`config.mk`:
```
export PLATFORM = sky130hd
export DESIGN_NAME = pose_frame_parser_flat
export DESIGN_NICKNAME = d
export VERILOG_FILES = /design/src/sv/pfp_pkg.sv /design/src/sv/pfp_in_if.sv /design/src/sv/pfp_out_if.sv /design/src/sv/pfp_cfg_if.sv /design/src/sv/pose_frame_parser.sv /design/src/sv/pfp_frame_check.sv /design/src/flat_wrapper.sv
export SDC_FILE = /design/constraint.sdc
export NUM_CORES = 1
export LEC_CHECK = 0
export BUFFER_PORTS_ARGS = -buffer_cell sky130_fd_sc_hd__buf_2
export CORE_ASPECT_RATIO = 0.6
export CORE_MARGIN = 3
export CORE_UTILIZATION = 50
export CTS_BUF_LIST = sky130_fd_sc_hd__clkbuf_8
export CTS_CLUSTER_SIZE = 20
export DETAILED_ROUTE_END_ITERATION = 16
export GPL_TIMING_DRIVEN = 1
export MAX_ROUTING_LAYER = met4
export PLACE_DENSITY = 0.71
export SLEW_MARGIN = 25
export SYNTH_ARGS = -nofsm -noshare
export SYNTH_HDL_FRONTEND = slang
export SYNTH_SLANG_ARGS = --single-unit
```
`constraint.sdc`:
```
create_clock -name i_clk -period 5.4 [get_ports i_clk]
set_input_delay 0.54 -clock i_clk [delete_from_list [all_inputs] [get_ports i_clk]]
set_output_delay 0.54 -clock i_clk [all_outputs]
set_load 0.03 [all_outputs]
```
`src/sv/pfp_pkg.sv`:
```
`timescale 1ns / 1ps
`default_nettype none
// ----------------------------------------------------------------------------
// pfp_pkg
// shared constants and types of the pose frame parser
// ----------------------------------------------------------------------------
package pfp_pkg;

    localparam int unsigned FRAME_LEN   = 14;
    localparam int unsigned STORE_DEPTH = FRAME_LEN - 1;
    localparam int unsigned POS_W       = $clog2(FRAME_LEN);
    localparam int unsigned IDX_W       = $clog2(STORE_DEPTH);

    localparam logic [7:0]  FRAME_HEAD  = 8'hFA;
    localparam logic [7:0]  FRAME_TAIL  = 8'hAB;
    localparam logic [23:0] YAW_LIMIT   = 24'd1800;
    localparam logic [31:0] MAX_AGE_RST = 32'd500;

    // byte offsets of the sign bytes inside a frame
    localparam int unsigned X_OFS   = 1;
    localparam int unsigned Y_OFS   = 5;
    localparam int unsigned YAW_OFS = 9;

    typedef enum logic [1:0] {
        ST_ABSORB = 2'd0,
        ST_GOOD   = 2'd1,
        ST_BAD    = 2'd2
    } t_frame_status;

    typedef logic [7:0] t_frame_bytes [STORE_DEPTH];

    typedef struct packed {
        logic               good;
        logic signed [24:0] x;
        logic signed [24:0] y;
        logic signed [11:0] yaw;
    } t_frame_chk;

endpackage

`default_nettype wire

```
`src/sv/pfp_in_if.sv`:
```
`timescale 1ns / 1ps
`default_nettype none
// ----------------------------------------------------------------------------
// pfp_in_if
// byte channel into the pose frame parser
// ----------------------------------------------------------------------------
interface pfp_in_if;
    logic        valid;
    logic        ready;
    logic [7:0]  rx_byte;
    logic [31:0] now_ms;

    modport source (output valid, rx_byte, now_ms, input ready);
    modport sink   (input valid, rx_byte, now_ms, output ready);
endinterface

`default_nettype wire

```
`src/sv/pfp_out_if.sv`:
```
`timescale 1ns / 1ps
`default_nettype none
// ----------------------------------------------------------------------------
// pfp_out_if
// result channel out of the pose frame parser
// ----------------------------------------------------------------------------
interface pfp_out_if;
    logic               valid;
    logic               ready;
    logic [1:0]         frame_status;
    logic signed [24:0] pose_x_cm;
    logic signed [24:0] pose_y_cm;
    logic signed [11:0] pose_yaw_tenths;
    logic               pose_valid;
    logic               pose_fresh;
    logic [31:0]        bytes_seen;
    logic [31:0]        heads_seen;
    logic [31:0]        good_frames;
    logic [31:0]        bad_frames;

    modport source (output valid, frame_status, pose_x_cm, pose_y_cm, pose_yaw_tenths,
                    pose_valid, pose_fresh, bytes_seen, heads_seen, good_frames,
                    bad_frames, input ready);
    modport sink   (input valid, frame_status, pose_x_cm, pose_y_cm, pose_yaw_tenths,
                    pose_valid, pose_fresh, bytes_seen, heads_seen, good_frames,
                    bad_frames, output ready);
endinterface

`default_nettype wire

```
`src/sv/pfp_cfg_if.sv`:
```
`timescale 1ns / 1ps
`default_nettype none
// ----------------------------------------------------------------------------
// pfp_cfg_if
// configuration write channel for the max age register
// ----------------------------------------------------------------------------
interface pfp_cfg_if;
    logic        valid;
    logic        ready;
    logic [31:0] max_age_ms;

    modport source (output valid, max_age_ms, input ready);
    modport sink   (input valid, max_age_ms, output ready);
endinterface

`default_nettype wire

```
`src/sv/pose_frame_parser.sv`:
```
`timescale 1ns / 1ps
`default_nettype none
// ----------------------------------------------------------------------------
// pose_frame_parser
// assembles 14-byte pose frames from a serial byte stream
// ----------------------------------------------------------------------------
// usage:
//   i_in   one transfer per received byte, with its millisecond timestamp
//   o_out  one transfer per input byte: frame status, latched pose, pose
//          valid/fresh flags and four wrapping 32-bit counters
//   i_cfg  writes max_age_ms (reset 500); always ready, write only while idle
// result: registered, presented in the cycle after its byte transfer
// throughput: one byte per cycle while the receiver takes each result; all
//   parsing is a single combinational pass from the state registers to the result register
// stall: the result register frees when o_out.ready is high, so i_in.ready
//   is low only while a result is held and the receiver stalls
// reset (i_rst_n low, synchronous): hunting for a head byte, pose cleared and
//   not valid, counters zero, max age back to 500
// frame: head 0xFA, three sign+24-bit magnitude groups, tail 0xAB; a rejected
//   frame's final byte restarts the hunt and may open a new frame
// ----------------------------------------------------------------------------
module pose_frame_parser (
    input  wire logic i_clk,
    input  wire logic i_rst_n,
    pfp_in_if.sink    i_in,
    pfp_cfg_if.sink   i_cfg,
    pfp_out_if.source o_out
);
    import pfp_pkg::*;

    // frame store, entries written once per frame before they are read
    t_frame_bytes       r_frame;
    logic [POS_W-1:0]   r_pos,       n_pos;
    logic signed [24:0] r_x_latch;
    logic signed [24:0] r_y_latch;
    logic signed [11:0] r_yaw_latch;
    logic [31:0]        r_last_time;
    logic               r_valid;
    logic [31:0]        r_byte_cnt;
    logic [31:0]        r_head_cnt,  n_head_cnt;
    logic [31:0]        r_good_cnt;
    logic [31:0]        r_bad_cnt,   n_bad_cnt;
    logic [31:0]        r_max_age;

    // result register
    logic               r_out_valid;
    t_frame_status      r_status,    n_status;
    logic               r_fresh,     n_fresh;

    logic               w_in_xfer;
    logic               w_wr_en;
    logic [IDX_W-1:0]   w_wr_idx;
    logic               w_is_head;
    logic               w_latch;
    logic [31:0]        w_age;
    t_frame_chk         w_chk;

    pfp_frame_check u_check (
        .i_frame (r_frame),
        .i_tail  (i_in.rx_byte),
        .o_chk   (w_chk)
    );

    assign i_in.ready  = !r_out_valid || o_out.ready;
    assign w_in_xfer   = i_in.valid && i_in.ready;
    assign i_cfg.ready = 1'b1;
    assign w_is_head   = (i_in.rx_byte == FRAME_HEAD);
    assign w_age       = i_in.now_ms - r_last_time;

    // byte-level parse step
    always_comb begin
        n_pos      = r_pos;
        n_head_cnt = r_head_cnt;
        n_bad_cnt  = r_bad_cnt;
        n_status   = ST_ABSORB;
        w_wr_en    = 1'b0;
        w_wr_idx   = '0;
        w_latch    = 1'b0;
        if (r_pos == '0) begin
            // hunting: only a head byte opens a frame
            if (w_is_head) begin
                w_wr_en    = 1'b1;
                n_pos      = POS_W'(1);
                n_head_cnt = r_head_cnt + 32'd1;
            end
        end else if (r_pos != POS_W'(FRAME_LEN - 1)) begin
            w_wr_en  = 1'b1;
            w_wr_idx = r_pos;
            n_pos    = r_pos + POS_W'(1);
        end else if (w_chk.good) begin
            // tail byte of an accepted frame, next byte hunts
            w_latch  = 1'b1;
            n_pos    = '0;
            n_status = ST_GOOD;
        end else begin
            // rejected frame, final byte restarts the hunt
            n_status  = ST_BAD;
            n_bad_cnt = r_bad_cnt + 32'd1;
            n_pos     = '0;
            if (w_is_head) begin
                w_wr_en    = 1'b1;
                n_pos      = POS_W'(1);
                n_head_cnt = r_head_cnt + 32'd1;
            end
        end
    end

    // a frame accepted now has age zero, always within any max age
    assign n_fresh = w_latch || (r_valid && (w_age <= r_max_age));

    always_ff @(posedge i_clk) begin
        if (!i_rst_n) begin
            r_pos       <= '0;
            r_x_latch   <= '0;
            r_y_latch   <= '0;
            r_yaw_latch <= '0;
            r_last_time <= '0;
            r_valid     <= 1'b0;
            r_byte_cnt  <= '0;
            r_head_cnt  <= '0;
            r_good_cnt  <= '0;
            r_bad_cnt   <= '0;
        end else if (w_in_xfer) begin
            r_pos      <= n_pos;
            r_byte_cnt <= r_byte_cnt + 32'd1;
            r_head_cnt <= n_head_cnt;
            r_bad_cnt  <= n_bad_cnt;
            if (w_latch) begin
                r_x_latch   <= w_chk.x;
                r_y_latch   <= w_chk.y;
                r_yaw_latch <= w_chk.yaw;
                r_last_time <= i_in.now_ms;
                r_valid     <= 1'b1;
                r_good_cnt  <= r_good_cnt + 32'd1;
            end
        end
    end

    always_ff @(posedge i_clk) begin
        if (w_in_xfer && w_wr_en) begin
            r_frame[w_wr_idx] <= i_in.rx_byte;
        end
    end

    always_ff @(posedge i_clk) begin
        if (!i_rst_n) begin
            r_max_age <= MAX_AGE_RST;
        end else if (i_cfg.valid && i_cfg.ready) begin
            r_max_age <= i_cfg.max_age_ms;
        end
    end

    always_ff @(posedge i_clk) begin
        if (!i_rst_n) begin
            r_out_valid <= 1'b0;
        end else if (w_in_xfer) begin
            r_out_valid <= 1'b1;
        end else if (o_out.ready) begin
            r_out_valid <= 1'b0;
        end
    end

    always_ff @(posedge i_clk) begin
        if (w_in_xfer) begin
            r_status <= n_status;
            r_fresh  <= n_fresh;
        end
    end

    // pose and counters change only on a byte transfer, which also loads the
    // result register, so they are presented straight from the state
    assign o_out.valid           = r_out_valid;
    assign o_out.frame_status    = r_status;
    assign o_out.pose_x_cm       = r_x_latch;
    assign o_out.pose_y_cm       = r_y_latch;
    assign o_out.pose_yaw_tenths = r_yaw_latch;
    assign o_out.pose_valid      = r_valid;
    assign o_out.pose_fresh      = r_fresh;
    assign o_out.bytes_seen      = r_byte_cnt;
    assign o_out.heads_seen      = r_head_cnt;
    assign o_out.good_frames     = r_good_cnt;
    assign o_out.bad_frames      = r_bad_cnt;

endmodule

`default_nettype wire

```
`src/sv/pfp_frame_check.sv`:
```
`timescale 1ns / 1ps
`default_nettype none
// ----------------------------------------------------------------------------
// pfp_frame_check
// validates a complete frame and decodes its sign/magnitude groups
// ----------------------------------------------------------------------------
module pfp_frame_check (
    input  pfp_pkg::t_frame_bytes i_frame,
    input  wire logic [7:0]       i_tail,
    output pfp_pkg::t_frame_chk   o_chk
);
    import pfp_pkg::*;

    logic [23:0] w_x_mag;
    logic [23:0] w_y_mag;
    logic [23:0] w_yaw_mag;
    logic        w_sign_ok;
    logic        w_frame_ok;

    assign w_x_mag   = {i_frame[X_OFS+1], i_frame[X_OFS+2], i_frame[X_OFS+3]};
    assign w_y_mag   = {i_frame[Y_OFS+1], i_frame[Y_OFS+2], i_frame[Y_OFS+3]};
    assign w_yaw_mag = {i_frame[YAW_OFS+1], i_frame[YAW_OFS+2], i_frame[YAW_OFS+3]};

    // sign bytes must be 0 or 1
    assign w_sign_ok = (i_frame[X_OFS][7:1] == 7'd0) && (i_frame[Y_OFS][7:1] == 7'd0)
                    && (i_frame[YAW_OFS][7:1] == 7'd0);
    assign w_frame_ok = (i_frame[0] == FRAME_HEAD) && (i_tail == FRAME_TAIL) && w_sign_ok;

    always_comb begin
        // yaw window is symmetric, so only the magnitude matters
        o_chk.good = w_frame_ok && (w_yaw_mag <= YAW_LIMIT);
        o_chk.x    = i_frame[X_OFS][0] ? -$signed({1'b0, w_x_mag}) : $signed({1'b0, w_x_mag});
        o_chk.y    = i_frame[Y_OFS][0] ? -$signed({1'b0, w_y_mag}) : $signed({1'b0, w_y_mag});
        o_chk.yaw  = i_frame[YAW_OFS][0] ? -$signed({1'b0, w_yaw_mag[10:0]})
                                         : $signed({1'b0, w_yaw_mag[10:0]});
    end

endmodule

`default_nettype wire

```
`src/flat_wrapper.sv`:
```
// flat-port wrapper written by rule: the top's interface ports become plain ports
module pose_frame_parser_flat import pfp_pkg::*;
  (i_clk, i_rst_n, i_in_valid, i_in_rx_byte, i_in_now_ms, i_in_ready, i_cfg_valid, i_cfg_max_age_ms, i_cfg_ready, o_out_valid, o_out_frame_status, o_out_pose_x_cm, o_out_pose_y_cm, o_out_pose_yaw_tenths, o_out_pose_valid, o_out_pose_fresh, o_out_bytes_seen, o_out_heads_seen, o_out_good_frames, o_out_bad_frames, o_out_ready);
  pfp_in_if i_in_i ();
  pfp_cfg_if i_cfg_i ();
  pfp_out_if o_out_i ();
  input  wire logic i_clk;
  input  wire logic i_rst_n;
  input wire logic [$bits(i_in_i.valid)-1:0] i_in_valid;
  input wire logic [$bits(i_in_i.rx_byte)-1:0] i_in_rx_byte;
  input wire logic [$bits(i_in_i.now_ms)-1:0] i_in_now_ms;
  output wire logic [$bits(i_in_i.ready)-1:0] i_in_ready;
  input wire logic [$bits(i_cfg_i.valid)-1:0] i_cfg_valid;
  input wire logic [$bits(i_cfg_i.max_age_ms)-1:0] i_cfg_max_age_ms;
  output wire logic [$bits(i_cfg_i.ready)-1:0] i_cfg_ready;
  output wire logic [$bits(o_out_i.valid)-1:0] o_out_valid;
  output wire logic [$bits(o_out_i.frame_status)-1:0] o_out_frame_status;
  output wire logic [$bits(o_out_i.pose_x_cm)-1:0] o_out_pose_x_cm;
  output wire logic [$bits(o_out_i.pose_y_cm)-1:0] o_out_pose_y_cm;
  output wire logic [$bits(o_out_i.pose_yaw_tenths)-1:0] o_out_pose_yaw_tenths;
  output wire logic [$bits(o_out_i.pose_valid)-1:0] o_out_pose_valid;
  output wire logic [$bits(o_out_i.pose_fresh)-1:0] o_out_pose_fresh;
  output wire logic [$bits(o_out_i.bytes_seen)-1:0] o_out_bytes_seen;
  output wire logic [$bits(o_out_i.heads_seen)-1:0] o_out_heads_seen;
  output wire logic [$bits(o_out_i.good_frames)-1:0] o_out_good_frames;
  output wire logic [$bits(o_out_i.bad_frames)-1:0] o_out_bad_frames;
  input wire logic [$bits(o_out_i.ready)-1:0] o_out_ready;
  assign i_in_i.valid = i_in_valid;
  assign i_in_i.rx_byte = i_in_rx_byte;
  assign i_in_i.now_ms = i_in_now_ms;
  assign i_in_ready = i_in_i.ready;
  assign i_cfg_i.valid = i_cfg_valid;
  assign i_cfg_i.max_age_ms = i_cfg_max_age_ms;
  assign i_cfg_ready = i_cfg_i.ready;
  assign o_out_valid = o_out_i.valid;
  assign o_out_frame_status = o_out_i.frame_status;
  assign o_out_pose_x_cm = o_out_i.pose_x_cm;
  assign o_out_pose_y_cm = o_out_i.pose_y_cm;
  assign o_out_pose_yaw_tenths = o_out_i.pose_yaw_tenths;
  assign o_out_pose_valid = o_out_i.pose_valid;
  assign o_out_pose_fresh = o_out_i.pose_fresh;
  assign o_out_bytes_seen = o_out_i.bytes_seen;
  assign o_out_heads_seen = o_out_i.heads_seen;
  assign o_out_good_frames = o_out_i.good_frames;
  assign o_out_bad_frames = o_out_i.bad_frames;
  assign o_out_i.ready = o_out_ready;
  pose_frame_parser u_core (.i_clk(i_clk), .i_rst_n(i_rst_n), .i_in(i_in_i), .i_cfg(i_cfg_i), .o_out(o_out_i));
endmodule
```
# Word-level counts from Yosys, hierarchy flattened
# Index checks and enable logic that the tools add are counted.
# op_classes
add_sub_neg,9
n_lt_le_gt_ge,4
n_eq_ne,7
mux,27
bitwise_logic,4
n_reduce_logical,22
# op_table
op,count
$add A32 B1 Y32 const B,4
$mux W32,4
$bwmux W104,1
$mux W25,2
$neg A24 Y25,2
$demux W8 S4,1
$le A32 B32 Y1,1
$sub A32 B32 Y32,1
$eq A8 B8 Y1 const B,3
$le A24 B11 Y1 const B,1
$mux W4,6
$logic_not A7 Y1,3
$mux W12,1
$neg A11 Y12,1
$mux W1,10
$logic_and A1 B1 Y1,9
$mux W8,1
$ne A2 B1 Y1 const B,3
$ge A5 B5 Y1 const B,1
$lt A5 B1 Y1 const B,1
$not A4 Y5,1
$add A4 B1 Y4 const B,1
$logic_not A4 Y1,1
$ne A4 B4 Y1 const B,1
other kinds (9),13
# totals
reg_bits,367
wordCells,100

# Logic depth before layout (Yosys ltp)
# Gate-level depths: netlist (run 1).
# logic_depth
word_depth,9
ltp_mapped,22

# Modules after synthesis
# A second synthesis (run 1) with hierarchy kept.
# hier_totals
hier_cells,1897
area_unflattened_um2,18064.8
# modules_own_cells
module,instances,cells_per_inst,area_each_um2,seq_area_each_um2
pose_frame_parser,1,1698,16631.0,8418.1
pfp_frame_check,1,199,1433.9,0.0

# Least setup slack after synthesis (run 1)
# Ideal clock, no wire load.
# synth_path
path_kind,input -> register
from,in i_in_now_ms[0]
to,"reg u_core.r_fresh, in the netlist u_core.o_out.pose_fresh (data pin)"
setup_time_ps,131
arrival_time_ps,4116
required_time_ps,5269
setup_slack_ps,1153
stages,22
path_cell_list,inv_1 ha_1 fa_1 nor2b_1 o31a_1 o211ai_1 a41oi_1 a211oi_1 nor3_1 a221o_1 a21oi_1 xnor2_1 ha_1 a21o_1 a21o_1 a21o_1 a21o_1 a21oi_1 nor2b_1 o21ai_0 nand3_1 nand2_1
# synth_via
elab_chain_len,4
# synth_lines
item,line_no,rtl
"start, declared",flat_wrapper.sv:11,input wire logic [$bits(i_in_i.now_ms)-1:0] i_in_now_ms;
$sub A32 B32 Y32,pose_frame_parser.sv:68,assign w_age = i_in.now_ms - r_last_time;
$le A32 B32 Y1,pose_frame_parser.sv:109,assign n_fresh = w_latch || (r_valid && (w_age <= r_max_age));
$logic_and A1 B1 Y1,pose_frame_parser.sv:109,
$logic_or A1 B1 Y1,pose_frame_parser.sv:109,
net u_core.n_fresh,pose_frame_parser.sv:48,"logic r_fresh, n_fresh;"
"end signal, assigned",pose_frame_parser.sv:166,r_fresh <= n_fresh;
"end, declared",pose_frame_parser.sv:48,
# The timed path passes the listed nets, and every way through them passes these cells.
# A chain may end at the register's enable or synchronous reset.

# Final worst setup path (run 1)
# layout_path
from,reg u_core.r_last_time[0]
to,"reg u_core.r_fresh, in the netlist u_core.o_out.pose_fresh (data pin)"
# layout_via
elab_chain_len,4
# layout_lines
item,line_no,rtl
"start, declared",pose_frame_parser.sv:37,logic [31:0] r_last_time;
"start signal, assigned",pose_frame_parser.sv:132,r_last_time <= i_in.now_ms;
$sub A32 B32 Y32,pose_frame_parser.sv:68,
$le A32 B32 Y1,pose_frame_parser.sv:109,
$logic_and A1 B1 Y1,pose_frame_parser.sv:109,
$logic_or A1 B1 Y1,pose_frame_parser.sv:109,
net u_core.n_fresh,pose_frame_parser.sv:48,
# The timed path passes the listed nets, and every way through them passes these cells.

==> results of run 1 <==
-- per-stage QoR --
step / util (%) / total power [W] / instance area [µm²] / setup WS [ps]
3_5_place_dp: 56.90 / 0.003288 / 19590 / 342.7
5_1_grt: 60.47 / 0.005956 / 20810 / 300.0
6_report: 60.47 / 0.005715 / 20810 / 642.3
3_3_place_gp: 56.87 / 0.003282 / 19580 / 572.9
4_1_cts: 60.44 / 0.005781 / 20800 / 734.7
2_1_floorplan: - / 0.003160 / 17800 / 1153
-- worst max-delay path: cells and delay by family, from the launching register on --
kind,cells,cell delay (ps)
AO/OA/AOI/OAI,7,1840
AND/OR/NAND/NOR,6,1390
adder cells (fa/ha/maj),3,870
flip-flops,1,320
multiplexers,1,90
-- power by group through the flow --
stage | combinational (W) | sequential, W | clock [W]
global placement | 0.000363 | 0.00292 | 0
global route | 0.000415 | 0.00286 | 0.00268
CTS | 0.000372 | 0.00286 | 0.00255
detailed placement | 0.000369 | 0.00292 | 0
finish | 0.000375 | 0.00286 | 0.00248
floorplan | 0.000238 | 0.00292 | 0
-- final cells by class --
type                            count  area [µm²]  area share, %
Tap cell                          459       574.3          2.760
Timing Repair Buffer              284        1470          7.064
Inverter                           95       356.6          1.713
Multi-Input combinational cell   1311        8776          42.17
Clock buffer                       66       908.4          4.365
Sequential cell                   367        8418          40.45
Clock inverter                     35       307.8          1.479
-- metal layers --
| metal | vias to the layer above | wire (µm) | global-route usage [%] |
|---|---|---|---|
| met4 | 0 | 990 | 6.015 |
| met5 | - | 0 | - |
| met2 | 424 | 19820 | 35.39 |
| li1 | 6989 | - | - |
| met3 | 71 | 3674 | 6.363 |
| met1 | 6596 | 21120 | 33.32 |
-- flip-flops by register name, summed over array words and instances, names as in the netlist, 2 cells and up --
| register | count |
|---|---|
| u_core.r_pos | 4 |
| u_core.o_out.frame_status | 2 |
| u_core.o_out.pose_x_cm | 25 |
| u_core.o_out.bad_frames | 32 |
| u_core.r_max_age | 32 |
| u_core.r_last_time | 32 |
| u_core.r_frame | 104 |
| u_core.o_out.pose_yaw_tenths | 12 |
| u_core.o_out.good_frames | 32 |
| u_core.o_out.pose_y_cm | 25 |
| u_core.o_out.bytes_seen | 32 |
| u_core.o_out.heads_seen | 32 |
-- cell usage in the layout (no fill, tap or decap), drive strengths merged, types with 4 or more instances in the layout --
master	Yosys	layout
nor4	16	16
nor2b	55	55
nor3	26	26
xor2	66	66
nor4b	4	4
bufinv	0	5
and4	12	12
a21oi	34	34
and3	28	28
clkinv	0	16
nand3	58	58
o31a	4	4
or3	37	37
edfxtp	107	107
nand2	243	243
nand2b	10	10
o31ai	9	9
ha	70	70
o21a	8	8
a211oi	9	9
mux2i	29	29
and2	112	112
or4	9	9
dfxtp	260	260
o41ai	8	8
a21boi	82	82
a21o	24	24
o211ai	12	12
buf	7	284
clkbuf	65	66
o21ai	71	71
or2	4	4
xnor2	112	112
inv	95	108
nand4	38	38
nor2	51	51
a31oi	4	4
o211a	32	32
-- how the worst min path moves through the flow --
stage	slack (ps)	start	depth (start not counted)	endpoint
6_report	140	i_cfg_max_age_ms[8]	3	u_core.r_max_age[8]$_SDFFE_PN1P_
5_1_grt	110	i_cfg_max_age_ms[8]	3	u_core.r_max_age[8]$_SDFFE_PN1P_
4_1_cts	110	i_cfg_max_age_ms[8]	3	u_core.r_max_age[8]$_SDFFE_PN1P_
3_5_place_dp	460	u_core.r_last_time[25]$_SDFFE_PN0P_	2	u_core.r_last_time[25]$_SDFFE_PN0P_
3_3_place_gp	450	u_core.o_out.pose_x_cm[24]$_SDFFE_PN0P_	2	u_core.o_out.pose_x_cm[24]$_SDFFE_PN0P_
2_1_floorplan	440	u_core.r_last_time[10]$_SDFFE_PN0P_	2	u_core.r_last_time[10]$_SDFFE_PN0P_
-- cell families after synthesis --
kind of cell             Yosys count  synth area share, %
other                              1              0.02107
adder cells (fa/ha/maj)           71                5.033
buffers and inverters            167                3.564
AND/OR/NAND/NOR                  713                20.92
flip-flops                       367                47.29
AO/OA/AOI/OAI                    319                12.78
XOR/XNOR                         178                8.759
multiplexers                      29                1.631
==> impl_metrics.py, run 1 <==
metrics = {
    "floorplan": {
        "initial_core_util_pct": 51.72,
        "die_h_um": 152.2,
        "io_pins": 274,
        "num_rows": 52,
        "core_mm2": 0.03442,
        "die_w_um": 249.6,
        "dieArea_mm2": 0.03797,
    },
    "run": {
        "max_cap_violations": 0,
    },
    "critical_path": {
        "r2r_cells": 17,
        "start_kind": "register",
        "crit_fanout": 4,
        "cp_cell_sequence": "ha_1 -> fa_1 -> nor2b_1 -> o31a_1 -> o211ai_1 -> a41oi_1 -> a211oi_1 -> nor3_1 -> a221o_1 -> mux2i_1 -> a2111oi_0 -> ha_1 -> nand4_1 -> nor4_1 -> o41ai_1 -> nand3_1 -> nand2_1",
        "worstPathArrival_ps": 5140,
        "path_class": "register to register",
        "r2r-end": "u_core.o_out.pose_fresh$_DFFE_PP_",
        "crit_slowest_cell": "nor3_1",
        "r2r_start": "u_core.r_last_time[0]$_SDFFE_PN0P_",
        "rrSetupSlack_ps": 640,
        "cpPeakStageDelay_ps": 500,
        "cp-endpoint": "u_core.o_out.pose_fresh$_DFFE_PP_",
        "crit_start": "u_core.r_last_time[0]$_SDFFE_PN0P_",
        "path_common_cell": "ha_1",
        "end_kind": "register",
        "required_ps": 5780,
    },
    "detailed_routing": {
        "wl_um": 45600,
        "ant_nets": 0,
        "drt_iter0_markers": 1050,
        "dr.pass1.iters": 5,
        "wl_per_cell_um": 17.42,
        "vias": 14080,
        "drc": 0,
        "vias_per_cell": 5.380,
    },
    "clock_tree": {
        "post_cts_buffers": 0,
        "clk_path_buf_depth": 3,
        "cts-root-buf": "clkbuf_8",
        "htreeDepth": 2,
        "clock-sinks": 367,
        "hold_buffers": 0,
        "cts_resized": 0,
        "cts_tree": "done",
        "clk_pin_slew_ps": 80,
        "cts_buffers": 54,
        "clk_latency_ps": 620,
    },
    "timing": {
        "post-route-min-period_ps": 4758,
        "tightest_slew_ps": 970.7,
        "clock_skew_ps": 23.29,
        "fin_tns_setup_ps": 0,
        "holdWs_ps": 144.6,
        "rsz0062_at_grt": "no",
        "fmax_mhz": 210.2,
        "report.final.slew_viol_count": 0,
        "relSlewSlack_pct": 35.29,
        "setup_viol": 0,
        "finalHoldViolCount": 0,
        "finalCritPeriodShare_pct": 88.11,
    },
    "synthesis": {
        "synth-async-reset-ratio_pct": 0,
        "yosys-top-cells-area": "dfxtp_1 (29%), edfxtp_1 (18%), xnor2_1 (5.5%), nand2_1 (5.1%), ha_1 (4.9%)",
        "syn_nets": 1993,
        "synth-edff-count": 107,
        "synth_largest_area_cell": "dfxtp_1",
        "synth_top_area_share_pct": 29.24,
        "netlist_area_mm2": 0.01780,
        "synth.most_common_cell": "dfxtp_1",
        "synth_ff_type": "dfxtp_1",
        "syn_inst": 1845,
        "synth_common_cells": "dfxtp_1 (260), nand2_1 (243), and2_1 (112), xnor2_1 (112), edfxtp_1 (107)",
        "seq_area_frac_synth_pct": 47.29,
        "ys_ff_latch": 367,
        "ys_types": 67,
        "ys_warn_count": 0,
        "avgSynthCellArea_um2": 9.647,
    },
    "min_path": {
        "holdCritPathClass": "primary input to register",
    },
    "grt": {
        "grt_pass1_wl_um": 72930,
        "grt_max_degree": 118,
        "track_usage_pct": 24.14,
        "antenna_found_initial": 0,
        "grt_pass1_vias": 13450,
        "grt.overflow.total": 0,
    },
    "cells_and_area": {
        "final_layout_size_suffix_gt1_share_pct": 17.89,
        "antennaDiodeCount": 0,
        "num-fill-cells": 2947,
        "final_cells": 2617,
        "nNetsFinal": 2261,
        "syn_to_final_growth_pct": 16.92,
    },
    "placed_design": {
        "hpwl_um": 33000,
        "dp_cells": 2516,
        "gp_congestion": 0.9625,
        "portBuffers": 272,
    },
    "pwr": {
        "leakagePower_nw": 8.825,
        "seqPwrFrac_pct": 50.0,
        "p_int_w": 0.004362,
        "peakVddDrop_mv": 0.1984,
        "power_density_mw_per_mm2": 274.6,
        "switchingPower_w": 0.001353,
        "combPwrFrac_pct": 6.6,
        "power_switching_share_pct": 23.67,
        "p_clk_share_pct": 43.4,
    },
    "status": {
        "status": "finished, final reports clean",
    },
}
Power figures use the tool's default switching activity.
==> run 2, diff against run 1 <==
- MAX_ROUTING_LAYER: met4 -> unset
- PLACE_DENSITY: 0.71 -> 0.75
- SLEW_MARGIN: 25 -> 5
==> run 2 against run 1 <==
  * Cell area decreased by 0.60%
  * Sequential share of layout area is 0.24 points higher
  * Count of clock-buffer cells in the layout unchanged
  * Critical endpoint unchanged
  * Global-route usage down 0.67 points
==> impl_metrics.py, run 2 (same netlist as run 1, synthesis figures left out) <==
metrics = {
    "floorplan": {
        "initial_core_util_pct": 51.72,
        "num_rows": 52,
        "die_h_um": 152.2,
        "core_mm2": 0.03442,
        "io_pins": 274,
        "dieArea_mm2": 0.03797,
        "die_w_um": 249.6,
    },
    "clock_tree": {
        "cts_resized": 0,
        "hold_buffers": 0,
        "htreeDepth": 2,
        "post_cts_buffers": 0,
        "cts_tree": "done",
        "clock-sinks": 367,
        "cts_buffers": 55,
        "clk_pin_slew_ps": 70,
        "cts-root-buf": "clkbuf_8",
        "clk_path_buf_depth": 3,
        "clk_latency_ps": 600,
    },
    "critical_path": {
        "path_class": "register to register",
        "required_ps": 5750,
        "worstPathArrival_ps": 4940,
        "end_kind": "register",
        "crit_fanout": 4,
        "start_kind": "register",
    },
    "pwr": {
        "power_density_mw_per_mm2": 267.6,
        "p_clk_share_pct": 41.5,
        "combPwrFrac_pct": 6.8,
        "power_switching_share_pct": 23.93,
        "peakVddDrop_mv": 0.1709,
        "p_int_w": 0.004210,
        "switchingPower_w": 0.001324,
        "seqPwrFrac_pct": 51.7,
        "leakagePower_nw": 8.790,
    },
    "min_path": {
        "holdCritPathClass": "primary input to register",
    },
    "status": {
        "status": "finished, final reports clean",
    },
    "detailed_routing": {
        "wl_um": 46380,
        "ant_nets": 0,
        "dr.pass1.iters": 5,
        "drt_iter0_markers": 932,
        "vias": 14300,
        "vias_per_cell": 5.461,
        "wl_per_cell_um": 17.71,
        "drc": 0,
    },
    "timing": {
        "post-route-min-period_ps": 4589,
        "relSlewSlack_pct": 20.93,
        "tightest_slew_ps": 1177,
        "fmax_mhz": 217.9,
        "setup_viol": 0,
        "finalCritPeriodShare_pct": 84.98,
        "rsz0062_at_grt": "no",
        "finalHoldViolCount": 0,
        "report.final.slew_viol_count": 0,
        "fin_tns_setup_ps": 0,
        "holdWs_ps": 170.8,
        "clock_skew_ps": 27.73,
    },
    "cells_and_area": {
        "final_cells": 2618,
        "multi_input_area_mm2": 0.008756,
        "largest-register": "u_core.r_frame",
        "nNetsFinal": 2262,
        "antennaDiodeCount": 0,
        "final-seq-area_mm2": 0.008418,
        "final_layout_size_suffix_gt1_share_pct": 17.23,
        "layout_common_cells": "buf_2 (271), dfxtp_1 (260), nand2_1 (242)",
        "final_util_pct": 60.10,
        "syn_to_final_growth_pct": 16.22,
        "num-fill-cells": 2929,
        "largest_reg_flops": 104,
        "final_common_cell": "buf_2",
    },
    "grt": {
        "track_usage_pct": 23.47,
        "grt_pass1_wl_um": 73020,
        "grt_pass1_vias": 13650,
        "grt.overflow.total": 0,
        "grt_max_degree": 177,
        "antenna_found_initial": 0,
    },
    "placed_design": {
        "portBuffers": 272,
        "dp_cells": 2516,
        "hpwl_um": 33340,
        "gp_congestion": 0.9776,
    },
    "run": {
        "max_cap_violations": 0,
    },
}
-- run 2: changes by cell type in the layout (fill, tap and decap cells not counted), moves of 3 or more --
cell       before  now
inv_1         106  118
clkinv_2       11    5
nor3_2          3    0
bufinv_16       5    2
nor3_1         22   25
-- run 2: final timing paths --
path	from	to	slack, ps	cells after the start
setup / recovery	u_core.r_last_time[0]$_SDFFE_PN0P_	u_core.o_out.pose_fresh$_DFFE_PP_	810	17
hold / removal	i_cfg_max_age_ms[8]	u_core.r_max_age[8]$_SDFFE_PN1P_	170	3
setup reg to reg	u_core.r_last_time[0]$_SDFFE_PN0P_	u_core.o_out.pose_fresh$_DFFE_PP_	810	17
hold reg to reg	u_core.r_last_time[24]$_SDFFE_PN0P_	u_core.r_last_time[24]$_SDFFE_PN0P_	460	2
-- run 2: worst max-delay path: stages, from the launching register on --
cell       delay (ps)
dfxtp_1           310
ha_1              210
fa_1              420
nor2b_1           170
o31a_1            210
o211ai_1          150
a41oi_1           350
a211oi_1          140
nor3_1            460
a221o_1           320
mux2i_1            90
a2111oi_0         410
ha_1              210
nand4_1           150
nor4_1            430
o41ai_1           170
nand3_1           110
nand2_1            60
-- run 2: cell type report --
| cell class | count | area share (%) |
|---|---|---|
| well taps | 459 | 2.776 |
| flip-flops and latches | 367 | 40.69 |
| multi-input cells | 1311 | 42.33 |
| clock inverters | 36 | 1.040 |
| clock buffers | 66 | 4.391 |
| inverters | 95 | 1.724 |
| repair buffers | 284 | 7.047 |
-- run 2: per-stage QoR --
stage | cell area [µm²] | setup WS [ps] | power (W)
5_1_grt | 20690 | 409.8 | 0.005775
3_3_place_gp | 19560 | 561.6 | 0.003281
4_1_cts | 20690 | 838.7 | 0.005591
2_1_floorplan | 17800 | 1153 | 0.003160
3_5_place_dp | 19560 | 440.4 | 0.003290
6_report | 20690 | 811.0 | 0.005535
-- run 2: layer usage --
layer,track usage [%],wire [µm],share of wire [%]
met1,33.05,21730,47
met2,35.89,20100,43
met3,5.800,3373,7.3
met4,6.926,1169,2.5
met5,0,0,0
-- run 2: power by group through the flow --
| stage | sequential (W) | combinational, W | clock (W) |
|---|---|---|---|
| 2_1_floorplan | 0.00292 | 0.000238 | 0 |
| 3_3_place_gp | 0.00292 | 0.000362 | 0 |
| 3_5_place_dp | 0.00292 | 0.000370 | 0 |
| 4_1_cts | 0.00286 | 0.000373 | 0.00236 |
| 5_1_grt | 0.00286 | 0.000416 | 0.00250 |
| 6_report | 0.00286 | 0.000377 | 0.00230 |
